===== config.mk =====
export PLATFORM = sky130hd
export DESIGN_NAME = stream_packet_deframer_top
export DESIGN_NICKNAME = d
export VERILOG_FILES = /design/src/hdl/spd_pkg.sv /design/src/hdl/spd_regs.sv /design/src/hdl/spd_core.sv /design/src/hdl/spd_out_queue.sv /design/src/hdl/stream_packet_deframer_top.sv
export SDC_FILE = /design/constraint.sdc
export NUM_CORES = 1
export LEC_CHECK = 0
export BUFFER_PORTS_ARGS = -buffer_cell sky130_fd_sc_hd__buf_4
export CAP_MARGIN = 25
export CORE_MARGIN = 2
export CORE_UTILIZATION = 35
export DETAILED_ROUTE_END_ITERATION = 10
export RECOVER_POWER = 50
export SLEW_MARGIN = 25
export SYNTH_ARGS = -nofsm -noshare
export SYNTH_HDL_FRONTEND = slang
export SYNTH_SLANG_ARGS = --single-unit

===== constraint.sdc =====
create_clock -name clk -period 7.8 [get_ports clk]
set_input_delay 0.78 -clock clk [delete_from_list [all_inputs] [get_ports clk]]
set_output_delay 0.78 -clock clk [all_outputs]
set_load 0.01 [all_outputs]

===== src/hdl/spd_pkg.sv =====
`default_nettype none
package spd_pkg;

  // stream layout
  localparam int STREAM_COUNT = 16;
  localparam int SID_W        = $clog2(STREAM_COUNT);
  localparam int BUF_BYTES    = 65536;
  localparam int FILL_W       = 17;
  localparam int OFFSET_W     = 16;
  localparam int LEN_W        = 15;

  // header format
  localparam logic [7:0] SYNC_BYTE    = 8'hFF;
  localparam int         EOF_BIT      = 7;
  localparam logic [1:0] HDR_LAST_IDX = 2'd3;

  // register map
  localparam int         PADDR_W           = 3;
  localparam logic [0:0] REG_STREAM_ENABLE = 1'b0;

  typedef enum logic [1:0] {
    KIND_PAYLOAD   = 2'd0,
    KIND_EMPTY     = 2'd1,
    KIND_SYNC_ERR  = 2'd2,
    KIND_NOT_REG   = 2'd3
  } kind_t;

  typedef struct packed {
    kind_t                kind;
    logic [SID_W-1:0]     stream_num;
    logic [OFFSET_W-1:0]  offset;
    logic [7:0]           payload;
    logic                 packet_last;
    logic                 frame_end;
    logic [FILL_W-1:0]    frame_length;
    logic                 overflow;
  } result_t;

endpackage
`default_nettype wire


===== src/hdl/spd_regs.sv =====
`default_nettype none
module spd_regs
  import spd_pkg::*;
(
  input  wire logic                     clk,
  input  wire logic                     rst,
  input  wire logic                     psel,
  input  wire logic                     penable,
  input  wire logic                     pwrite,
  input  wire logic [PADDR_W-1:0]       paddr,
  input  wire logic [31:0]              pwdata,
  output logic      [31:0]              prdata,
  output logic                          pready,
  output logic      [STREAM_COUNT-1:0]  stream_enable
);

  logic wr_en;

  // write strobe on the access phase
  assign wr_en  = psel && penable && pwrite;
  assign pready = 1'b1;

  always_ff @(posedge clk) begin
    if (rst) begin
      stream_enable <= '0;
    end else if (wr_en && paddr[2] == REG_STREAM_ENABLE) begin
      stream_enable <= pwdata[STREAM_COUNT-1:0];
    end
  end

  // read back, zero beyond the map
  always_comb begin
    prdata = '0;
    if (paddr[2] == REG_STREAM_ENABLE) begin
      prdata[STREAM_COUNT-1:0] = stream_enable;
    end
  end

endmodule
`default_nettype wire


===== src/hdl/spd_core.sv =====
`default_nettype none
module spd_core
  import spd_pkg::*;
(
  input  wire logic                     clk,
  input  wire logic                     rst,
  input  wire logic                     take,
  input  wire logic                     action,
  input  wire logic [7:0]               data_byte,
  input  wire logic [SID_W-1:0]         target_stream,
  input  wire logic [STREAM_COUNT-1:0]  stream_enable,
  output logic                          res_valid,
  output result_t                       res
);

  localparam logic [FILL_W-1:0] FILL_MAX = FILL_W'(BUF_BYTES);

  // header and payload tracking
  logic [1:0]        header_count, header_count_next;
  logic [12:0]       header_hold, header_hold_next;
  logic              in_payload, in_payload_next;
  logic              discard_payload, discard_payload_next;
  logic [SID_W-1:0]  current_stream, current_stream_next;
  logic              end_flag, end_flag_next;
  logic [LEN_W-1:0]  bytes_left, bytes_left_next;
  logic [FILL_W-1:0] stream_fill [STREAM_COUNT];

  logic              fill_we;
  logic [SID_W-1:0]  fill_waddr;
  logic [FILL_W-1:0] fill_wdata;

  logic [SID_W-1:0]  hdr_sid;
  logic [7:0]        hdr_b2;
  logic [LEN_W-1:0]  hdr_len;
  logic [SID_W-1:0]  rd_sid;
  logic [FILL_W-1:0] fill_rd;
  logic [LEN_W-1:0]  bl_dec;
  logic              pkt_last;

  assign hdr_sid = header_hold[8 +: SID_W];
  assign hdr_b2  = header_hold[7:0];
  assign hdr_len = {hdr_b2[6:0], data_byte};
  assign rd_sid  = in_payload ? current_stream : hdr_sid;
  assign fill_rd = stream_fill[rd_sid];
  assign bl_dec  = bytes_left - LEN_W'(1);
  assign pkt_last = (bl_dec == '0);

  // per-item decode
  always_comb begin
    header_count_next    = header_count;
    header_hold_next     = header_hold;
    in_payload_next      = in_payload;
    discard_payload_next = discard_payload;
    current_stream_next  = current_stream;
    end_flag_next        = end_flag;
    bytes_left_next      = bytes_left;
    fill_we              = 1'b0;
    fill_waddr           = target_stream;
    fill_wdata           = '0;
    res_valid            = 1'b0;
    res                  = '0;
    if (take) begin
      if (action) begin
        // clear fill of an enabled stream
        fill_we = stream_enable[target_stream];
      end else if (in_payload) begin
        bytes_left_next = bl_dec;
        if (pkt_last) begin
          in_payload_next      = 1'b0;
          discard_payload_next = 1'b0;
        end
        if (!discard_payload) begin
          res_valid        = 1'b1;
          res.kind         = KIND_PAYLOAD;
          res.stream_num   = current_stream;
          res.payload      = data_byte;
          res.packet_last  = pkt_last;
          res.frame_end    = pkt_last && end_flag;
          if (fill_rd < FILL_MAX) begin
            fill_we          = 1'b1;
            fill_waddr       = current_stream;
            fill_wdata       = fill_rd + FILL_W'(1);
            res.offset       = fill_rd[OFFSET_W-1:0];
            res.frame_length = fill_rd + FILL_W'(1);
          end else begin
            res.frame_length = fill_rd;
            res.overflow     = 1'b1;
          end
        end
      end else begin
        header_count_next = header_count + 2'd1;
        case (header_count)
          2'd0: header_hold_next = {(data_byte != SYNC_BYTE), 12'd0};
          2'd1: header_hold_next = {header_hold[12], data_byte[SID_W-1:0], 8'd0};
          2'd2: header_hold_next = {header_hold[12:8], data_byte};
          default: begin
            // last header byte: decide the packet
            res_valid         = 1'b1;
            res.packet_last   = 1'b1;
            if (header_hold[12]) begin
              res.kind = KIND_SYNC_ERR;
            end else if (!stream_enable[hdr_sid]) begin
              res.kind       = KIND_NOT_REG;
              res.stream_num = hdr_sid;
              if (hdr_len != '0) begin
                in_payload_next      = 1'b1;
                discard_payload_next = 1'b1;
                bytes_left_next      = hdr_len;
              end
            end else if (hdr_len == '0) begin
              res.kind         = KIND_EMPTY;
              res.stream_num   = hdr_sid;
              res.offset       = fill_rd[OFFSET_W-1:0];
              res.frame_length = fill_rd;
              res.frame_end    = hdr_b2[EOF_BIT];
            end else begin
              res_valid            = 1'b0;
              in_payload_next      = 1'b1;
              discard_payload_next = 1'b0;
              current_stream_next  = hdr_sid;
              end_flag_next        = hdr_b2[EOF_BIT];
              bytes_left_next      = hdr_len;
            end
          end
        endcase
      end
    end
  end

  // state registers
  always_ff @(posedge clk) begin
    if (rst) begin
      header_count    <= '0;
      header_hold     <= '0;
      in_payload      <= 1'b0;
      discard_payload <= 1'b0;
      current_stream  <= '0;
      end_flag        <= 1'b0;
      bytes_left      <= '0;
      for (int i = 0; i < STREAM_COUNT; i++) begin
        stream_fill[i] <= '0;
      end
    end else begin
      header_count    <= header_count_next;
      header_hold     <= header_hold_next;
      in_payload      <= in_payload_next;
      discard_payload <= discard_payload_next;
      current_stream  <= current_stream_next;
      end_flag        <= end_flag_next;
      bytes_left      <= bytes_left_next;
      if (fill_we) begin
        stream_fill[fill_waddr] <= fill_wdata;
      end
    end
  end

  // checks
  a_ovf_full: assert property (@(posedge clk) disable iff (rst)
    res_valid && res.overflow |-> fill_rd == FILL_MAX && res.kind == KIND_PAYLOAD)
    else $error("overflow flagged on a stream that is not full");

  a_clear: assert property (@(posedge clk) disable iff (rst)
    take && action && stream_enable[target_stream]
      |=> stream_fill[$past(target_stream)] == '0)
    else $error("fill not cleared by reset action");

  a_no_res_action: assert property (@(posedge clk) disable iff (rst)
    take && action |-> !res_valid && header_count_next == header_count)
    else $error("reset action disturbed header tracking");

  a_discard_silent: assert property (@(posedge clk) disable iff (rst)
    take && !action && in_payload && discard_payload |-> !res_valid)
    else $error("result from a discarded payload byte");

endmodule
`default_nettype wire


===== src/hdl/spd_out_queue.sv =====
`default_nettype none
module spd_out_queue
  import spd_pkg::*;
(
  input  wire logic    clk,
  input  wire logic    rst,
  input  wire logic    push,
  input  result_t      push_data,
  output logic         has_room,
  output logic         out_valid,
  input  wire logic    out_ready,
  output result_t      head
);

  logic [1:0] count, count_next;
  result_t    entry0, entry1;
  logic       pop;
  logic [1:0] wr_pos;

  assign out_valid = (count != 2'd0);
  assign has_room  = (count != 2'd2);
  assign head      = entry0;
  assign pop       = out_valid && out_ready;
  assign wr_pos    = count - {1'b0, pop};
  assign count_next = count + {1'b0, push} - {1'b0, pop};

  // occupancy
  always_ff @(posedge clk) begin
    if (rst) begin
      count <= '0;
    end else begin
      count <= count_next;
    end
  end

  // two-entry skid storage, head in entry0
  always_ff @(posedge clk) begin
    if (pop && count == 2'd2) begin
      entry0 <= entry1;
    end
    if (push && wr_pos == 2'd0) begin
      entry0 <= push_data;
    end
    if (push && wr_pos == 2'd1) begin
      entry1 <= push_data;
    end
  end

  // checks
  a_no_overrun: assert property (@(posedge clk) disable iff (rst)
    count == 2'd2 && !pop |-> !push)
    else $error("item pushed into a full output queue");

  a_count_range: assert property (@(posedge clk) disable iff (rst)
    count != 2'd3)
    else $error("output queue count out of range");

  a_head_hold: assert property (@(posedge clk) disable iff (rst)
    out_valid && !out_ready |=> out_valid && $stable(entry0))
    else $error("waiting result changed");

endmodule
`default_nettype wire


===== src/hdl/stream_packet_deframer_top.sv =====
`default_nettype none
// Packet deframer for a byte link. One byte (or fill reset action) is taken per
// clock cycle: the header and payload decode is a single pass of logic between
// the accept edge and a two-entry output queue, so items flow back to back and
// in_ready drops only while both queue entries hold results not yet taken.
// Reset actions, discarded payload bytes and header bytes but the last give no
// result, nor does a last byte opening an enabled payload. Per-stream fill
// counts sit in flip-flops cleared at reset, so the block is ready in the cycle
// after reset with no clearing pass. stream_enable lies at APB byte address 0.
module stream_packet_deframer_top
  import spd_pkg::*;
(
  input  wire logic                 clk,
  input  wire logic                 rst,
  input  wire logic                 in_valid,
  output logic                      in_ready,
  input  wire logic                 action,
  input  wire logic [7:0]           data_byte,
  input  wire logic [SID_W-1:0]     target_stream,
  output logic                      out_valid,
  input  wire logic                 out_ready,
  output logic      [1:0]           kind,
  output logic      [SID_W-1:0]     stream_num,
  output logic      [OFFSET_W-1:0]  offset,
  output logic      [7:0]           payload,
  output logic                      packet_last,
  output logic                      frame_end,
  output logic      [FILL_W-1:0]    frame_length,
  output logic                      overflow,
  input  wire logic                 psel,
  input  wire logic                 penable,
  input  wire logic                 pwrite,
  input  wire logic [PADDR_W-1:0]   paddr,
  input  wire logic [31:0]          pwdata,
  output logic      [31:0]          prdata,
  output logic                      pready
);

  logic [STREAM_COUNT-1:0] stream_enable;
  logic                    take;
  logic                    res_valid;
  result_t                 res;
  result_t                 head;
  logic                    has_room;

  assign in_ready = has_room;
  assign take     = in_valid && in_ready;

  spd_regs u_regs (
    .clk           (clk),
    .rst           (rst),
    .psel          (psel),
    .penable       (penable),
    .pwrite        (pwrite),
    .paddr         (paddr),
    .pwdata        (pwdata),
    .prdata        (prdata),
    .pready        (pready),
    .stream_enable (stream_enable)
  );

  spd_core u_core (
    .clk           (clk),
    .rst           (rst),
    .take          (take),
    .action        (action),
    .data_byte     (data_byte),
    .target_stream (target_stream),
    .stream_enable (stream_enable),
    .res_valid     (res_valid),
    .res           (res)
  );

  spd_out_queue u_queue (
    .clk       (clk),
    .rst       (rst),
    .push      (res_valid),
    .push_data (res),
    .has_room  (has_room),
    .out_valid (out_valid),
    .out_ready (out_ready),
    .head      (head)
  );

  // result fields
  assign kind         = head.kind;
  assign stream_num   = head.stream_num;
  assign offset       = head.offset;
  assign payload      = head.payload;
  assign packet_last  = head.packet_last;
  assign frame_end    = head.frame_end;
  assign frame_length = head.frame_length;
  assign overflow     = head.overflow;

endmodule
`default_nettype wire


==> impl_results.md, run 1 <==
- Netlist cell types: 84
- Crit path kind: flop to flop
- Worst slack, placed: roughly 2 ns
- Setup TNS: 0 ns
- CTS sink cnt: 427
- Largest net degree at the start of global routing: 74
- Synth Area per Inst: 12.8 um^2
- Core Area: 57600 um^2
- Post-synth top area share: 55.0%
- Outcome: finished clean
- Inserted Diodes: 0
- Initial drt markers: approximately 1100
- Share of cells above drive strength 1: 16.2%
- Final Wtd Congestion: 0.829
- Cell mode on critical path: mux2i_1
- Worst reg2reg path startpoint: u_core.in_payload
- Worst setup margin: 1.18 ns
- Final ANT Viol Nets: 0
- PwrDens: 223 nW/um^2
- Req. time, crit path: 8.01 ns
- CP max stage delay: 1.08 ns
- FF-to-FF setup slack: 1.18 ns
- Hold WC Path Type: input port to flop
- CTS H-tree lvls: 2
- IO Count: 140
- Max-cap violations: 0
- Clock-pin slew on the worst setup and hold paths: 0.06 ns
- Clk_skew: 0.0291 ns
- Reg2reg end: u_core.stream_fill[7][6]
- Row cnt: 88
- YS warnings: 0
- Gate Count Post-Synth: ~1600
- Vias in the first global route: 12803
- Hold depth: 3
- Top cells by area, synth: edfxtp_1 55%, mux4_2 8.4%, nor2_1 6.2%
- Slew Viols, Final: 0
- RSZ-0062 raised after global routing: false
- Slew HR: 9.47%
- Critical Path AT: 6.83 ns
- Cell taking the most area after synthesis: edfxtp_1
- Vias per cell: 5.29
- 1st-pass router iterations: 5
- Grt total ovfl: 0
- Primary FF master, synth: edfxtp_1
- I/O Buffers: 104
- DPL Wire Length: 33.2 mm
- Clk_lat worst skew: around 0.59 ns
- CP top delay family: simple AND/OR/NAND/NOR gates
- Post-synth top cells: 372 x edfxtp_1, 336 x nor2_1, 150 x nand2_1
- Post-DP Area: 21500 um^2
- Cells along the critical path: clkbuf_1, mux2_1, mux2i_1, mux2i_1, a32oi_1, nand2_1, o41ai_4, nand3_4, nand2b_1
- Die ar.: 60000 um^2
- Hold EP: u_regs.stream_enable[1]
- Slowest CP cell: dfxtp_1
- Fin nets: 1721
- Peak VDD IR: 123 uV
- Initial Util: 35.3%
- Die Wd: 245 um
- Clock Tree Buf Depth: 3
- Leakage: around 0.0073 uW
- Hold Violations, Final: 0
- TritonCTS buffer count: 48
- Critical path buffers and inverters: 1
- Period utilization: between 80% and 90%
- Cts hold-fix bufs: 0
- Register area share after synthesis: 60.4%
- DRC viols: 0
- Post-Syn Area: 20300 um^2
- Top-count cell post-synth: edfxtp_1
- GRT Overall Usage: between 10% and 20%
- Area added between synthesis and finish: 11.9%
- Core Util, Final: 39.5%
- Crit start category: flop
- Setup Fix Bufs, Post-CTS: 0
- Yosys reg bits: 427
- EDFF count, synth: 372
- Routed vias: 13001
- Hold Slack: roughly 0.45 ns
- First-pass GRT wire length: 78.6 mm
- Final wirelength: 51.8 mm
- Critical Path End Type: flop
- Chip height: between 200 and 250 um
- Final instance area: 22700 um^2
- Hold path start: pwdata[1]
- # setup viols final: 0
- Crit-path max FO: 26
- Reg2reg path depth: 9
- Post-CTS resize count: 0
- Fmax achieved: 0.151 GHz
- Clk Tree Root Cell: clkbuf_16
- Initial antenna violation count: 1
- DR WL/cell: ~21 um
- Worst Tran Pin Value: 1.36 ns
- TritonCTS clock tree: done
- Tmin final: 6.62 ns
- Fraction of registers with async set/reset: 0%
## area by class of cell
type	instances	area [um^2]
timing repair buffer	121	623
clock inverter	36	285
multi-input combinational	1038	7280
inverter	19	71.3
tap	765	957
clock buffer	53	1240
fill	5435	34900
sequential	427	12300
## how the worst max path moves through the flow
stage / start / to / cells past startpoint
final: u_core.in_payload / u_core.stream_fill[7][6] / 9
after global routing: u_core.in_payload / u_core.stream_fill[5][10] / 9
after CTS: u_core.in_payload / u_core.stream_fill[13][16] / 12
after detailed placement: u_core.in_payload / u_core.stream_fill[13][16] / 12
after global placement: u_core.in_payload / u_core.stream_fill[13][16] / 12
after floorplan: out_ready / u_queue.head[0] / 2
## state kept, by name (all words and copies together) (netlist names)
signal,count
u_core.stream_fill,272
u_queue.entry1,50
u_queue.head,50
u_regs.stream_enable,16
u_core.bytes_left,15
u_core.header_hold,13
u_core.current_stream,4
u_core.header_count,2
u_queue.count,2
u_core.discard_payload,1
u_core.end_flag,1
u_core.in_payload,1
## cells by family after synthesis
logic type / share of synthesized area, %
buffers and inverters: 3.97
xor gates and xnor gates: 0.733
and+or+nand+nor: 16.9
other: 0.0370
DFF: 60.4
AOI/OAI and AO/OA: 5.28
muxes: 12.0
adders and majority gates: 0.678
## stage by stage
step / total power, uW / cells
after floorplan: 2820 / 1606
after global placement: 2930 / 2369
after detailed placement: 2940 / 2369
after CTS: 5130 / 2458
after global routing: 5220 / 2459
final: 5070 / 2459
## power breakdown
part | internal, uW | leakage, uW | total (uW) | switching [uW]
clock | 1280 | 0.000747 | 2200 | 920
combinational | 98.9 | 0.00255 | 299 | 201
sequential | 2550 | 0.00404 | 2570 | 23.8
## placed cells by master (no fill, tap or decap), types with 5 or more instances in the layout
cell type,instances
a211oi_1,9
a21oi_1,64
a22oi_1,16
a31oi_1,5
and2_0,14
and2_1,5
and3_1,14
buf_4,43
clkbuf_1,78
clkbuf_16,49
clkinv_1,17
clkinv_2,8
conb_1,17
dfxtp_1,55
edfxtp_1,372
ha_1,11
inv_1,19
mux2_1,9
mux2_2,35
mux2i_1,17
mux4_2,76
nand2_1,152
nand2b_1,18
nand3_1,16
nand3_4,17
nand4_1,27
nor2_1,337
nor2b_1,19
nor3_1,20
nor3b_1,5
nor4_1,9
o21ai_0,20
or3_1,8
xnor2_1,7
xor2_1,10
## worst min-delay path, stage by stage
cell     delay (ns)
buf_4          0.11
nand2_1        0.05
a21oi_1        0.05
## metal layers
| layer | wire length [um] | part of all wire [%] | vias up | global-route usage [%] |
|---|---|---|---|---|
| met2 | 24400 | 47 | 458 | 27.5 |
| met5 | 0 | 0 | - | 0 |
| li1 | - | - | 5945 | - |
| met3 | 3660 | 7.1 | 94 | 3.63 |
| met1 | 22100 | 43 | 6504 | 23.3 |
| met4 | 1610 | 3.1 | 0 | 5.76 |
Note: power is estimated with default switching activity, not from simulation.
==> run 2: changes to the inputs <==
==> constraint.sdc (replaced) <==
create_clock -name clk -period 5.8 [get_ports clk]
set_input_delay 0.58 -clock clk [delete_from_list [all_inputs] [get_ports clk]]
set_output_delay 0.58 -clock clk [all_outputs]
set_load 0.01 [all_outputs]
==> run 2 against run 1 <==
Against the previous run: the flow now finishes with violations (capacitance limit, slew limit); worst hold slack worse by 0.19 ns; maximum frequency is 27% higher; setup slack worse by 0.58 ns; global-route usage is 1.4 points lower; critical path type unchanged; critical endpoint is now u_core.stream_fill[6][16].
==> impl_results.md, run 2 (synthesized netlist as in run 1, its figures left out) <==
- Fmax achieved: 0.192 GHz
- Chip height: 245 um
- Grt total ovfl: 0
- Hold path start: pwdata[0]
- Net Sw Frac: 22.0%
- # setup viols final: 0
- Inserted Diodes: 0
- Hold WC Path Type: input port to flop
- DR WL/cell: around 19 um
- DRC viols: 0
- Commonest non-fill, non-tap cells in the layout: 372 x edfxtp_1, 337 x nor2_1, 152 x nand2_1
- CTS H-tree lvls: 2
- Reg2reg end: u_core.stream_fill[6][16]
- Filler cells: 5501
- PwrDens: 292 nW/um^2
- GRT Overall Usage: 15.8%
- Initial drt markers: 1076
- Most common cell after layout, fill and taps aside: edfxtp_1
- Hold Violations, Final: 0
- Worst setup margin: between 0.5 and 0.6 ns
- First-pass GRT wire length: 74.0 mm
- Row cnt: 88
- Fin nets: 1729
- Clock-pin slew on the worst setup and hold paths: about 0.060 ns
- Switch Pwr: 1450 uW
- Setup TNS: 0 ns
- DPL Wire Length: 32.1 mm
- Final Wtd Congestion: ~0.83
- CTS sink cnt: 427
- Clk Tree Root Cell: clkbuf_16
- Max-cap violations: 1
- Failing checks: capacitance limit, slew limit
- TritonCTS clock tree: done
- Clock Tree Buf Depth: 3
- Setup crit start: u_core.in_payload
- Core Util, Final: 39.3%
- Largest Register: u_core.stream_fill
- RSZ-0062 raised after global routing: false
- I/O Buffers: 104
- Comb power frac: 6.0%
- Final wirelength: 47.3 mm
- Clock power frac: between 40% and 50%
- Final ANT Viol Nets: 0
- Period utilization: 89.8%
- Initial antenna violation count: 0
- Critical Path End Type: flop
- FF-to-FF setup slack: about 0.59 ns
- Flop pwr share: 52.4%
- Worst reg2reg path startpoint: u_core.in_payload
- Setup Fix Bufs, Post-CTS: 0
- Number of flip-flops in the largest register: 272
- Multi-input logic area: between 7000 and 8000 um^2
- Peak VDD IR: 206 uV
- Slew Viols, Final: 13
- Hold EP: u_regs.stream_enable[0]
- Die ar.: 60000 um^2
- Largest net degree at the start of global routing: 74
- Routed vias: around 13000
- Crit path kind: flop to flop
- Tmin final: around 5.2 ns
- Clk_skew: 0.0293 ns
- Reg2reg path depth: 9
- Pint: 5150 uW
- Cts hold-fix bufs: 0
- Share of cells above drive strength 1: 16.7%
- Initial Util: 35.3%
- Req. time, crit path: 5.98 ns
- IO Count: 140
- Outcome: finished with violations
- Register Area: 12300 um^2
- 1st-pass router iterations: 5
- Crit-path max FO: 46
- Leakage: 0.00729 uW
- Crit start category: flop
- Hold depth: 3
- Slew HR: -12.8%
- Post-CTS resize count: 0
- Worst slack, placed: around 1.0 ns
- Vias per cell: between 5 and 6
- Clk_lat worst skew: 0.59 ns
- Area added between synthesis and finish: 11.4%
- TritonCTS buffer count: 44
- Vias in the first global route: roughly 13000
- Critical Path AT: 5.39 ns
- Worst Tran Pin Value: 1.67 ns
- Core Area: 57600 um^2
- Die Wd: ~240 um
==> run 2: stage by stage <==
stage               power [uW]  hold WS (ns)  std cells  cell area, um^2
detailed placement        3950         0.465       2382            21600
global route              6810         0.250       2455            22600
global placement          3940         0.462       2382            21600
CTS                       6700         0.230       2455            23000
floorplan                 3790         0.445       1606            20400
finish                    6600         0.264       2455            22600
==> run 2: worst max-delay path, cell delays in order, from the launching register on <==
cell	delay, ns
dfxtp_1	0.54
buf_4	0.52
mux2i_1	0.43
nor2_2	0.24
a22oi_1	0.54
nand2_1	0.58
o32a_1	0.58
nor2_8	0.29
nand3_4	0.29
nand2b_1	0.77
==> run 2: routing by layer <==
metal / share of wire, % / vias to the layer above / GRT usage, %
met1: 44 / 6353 / 21.6
li1: - / 5936 / -
met5: 0 / - / 0
met4: 1.9 / 0 / 3.84
met3: 5.5 / 56 / 2.57
met2: 49 / 334 / 26.5
==> run 2: worst max-delay path by stage <==
stage / slack, ns / depth (start not counted) / endpoint
after floorplan: 1.07 / 10 / u_queue.head[0]
after global placement: 1.15 / 11 / u_core.stream_fill[5][16]
after detailed placement: 1.02 / 11 / u_core.stream_fill[2][16]
after CTS: 0.95 / 11 / u_core.stream_fill[2][16]
after global routing: 0.32 / 9 / u_queue.head[45]
final: 0.59 / 9 / u_core.stream_fill[6][16]
==> run 2: cell type report <==
cell class | count | area share [%]
clock buffers | 58 | 5.48
clock inverters | 15 | 0.597
inverters | 19 | 0.315
multi-input cells | 1038 | 32.0
flip-flops and latches | 427 | 54.2
well taps | 765 | 4.23
repair buffers | 133 | 3.19
==> run 2: power by group through the flow <==
stage / combinational [uW] / clock [uW] / sequential, uW
final: 396 / 2750 / 3460
after global routing: 430 / 2910 / 3470
after CTS: 427 / 2810 / 3460
after detailed placement: 425 / 0 / 3520
after global placement: 421 / 0 / 3520
after floorplan: 267 / 0 / 3530
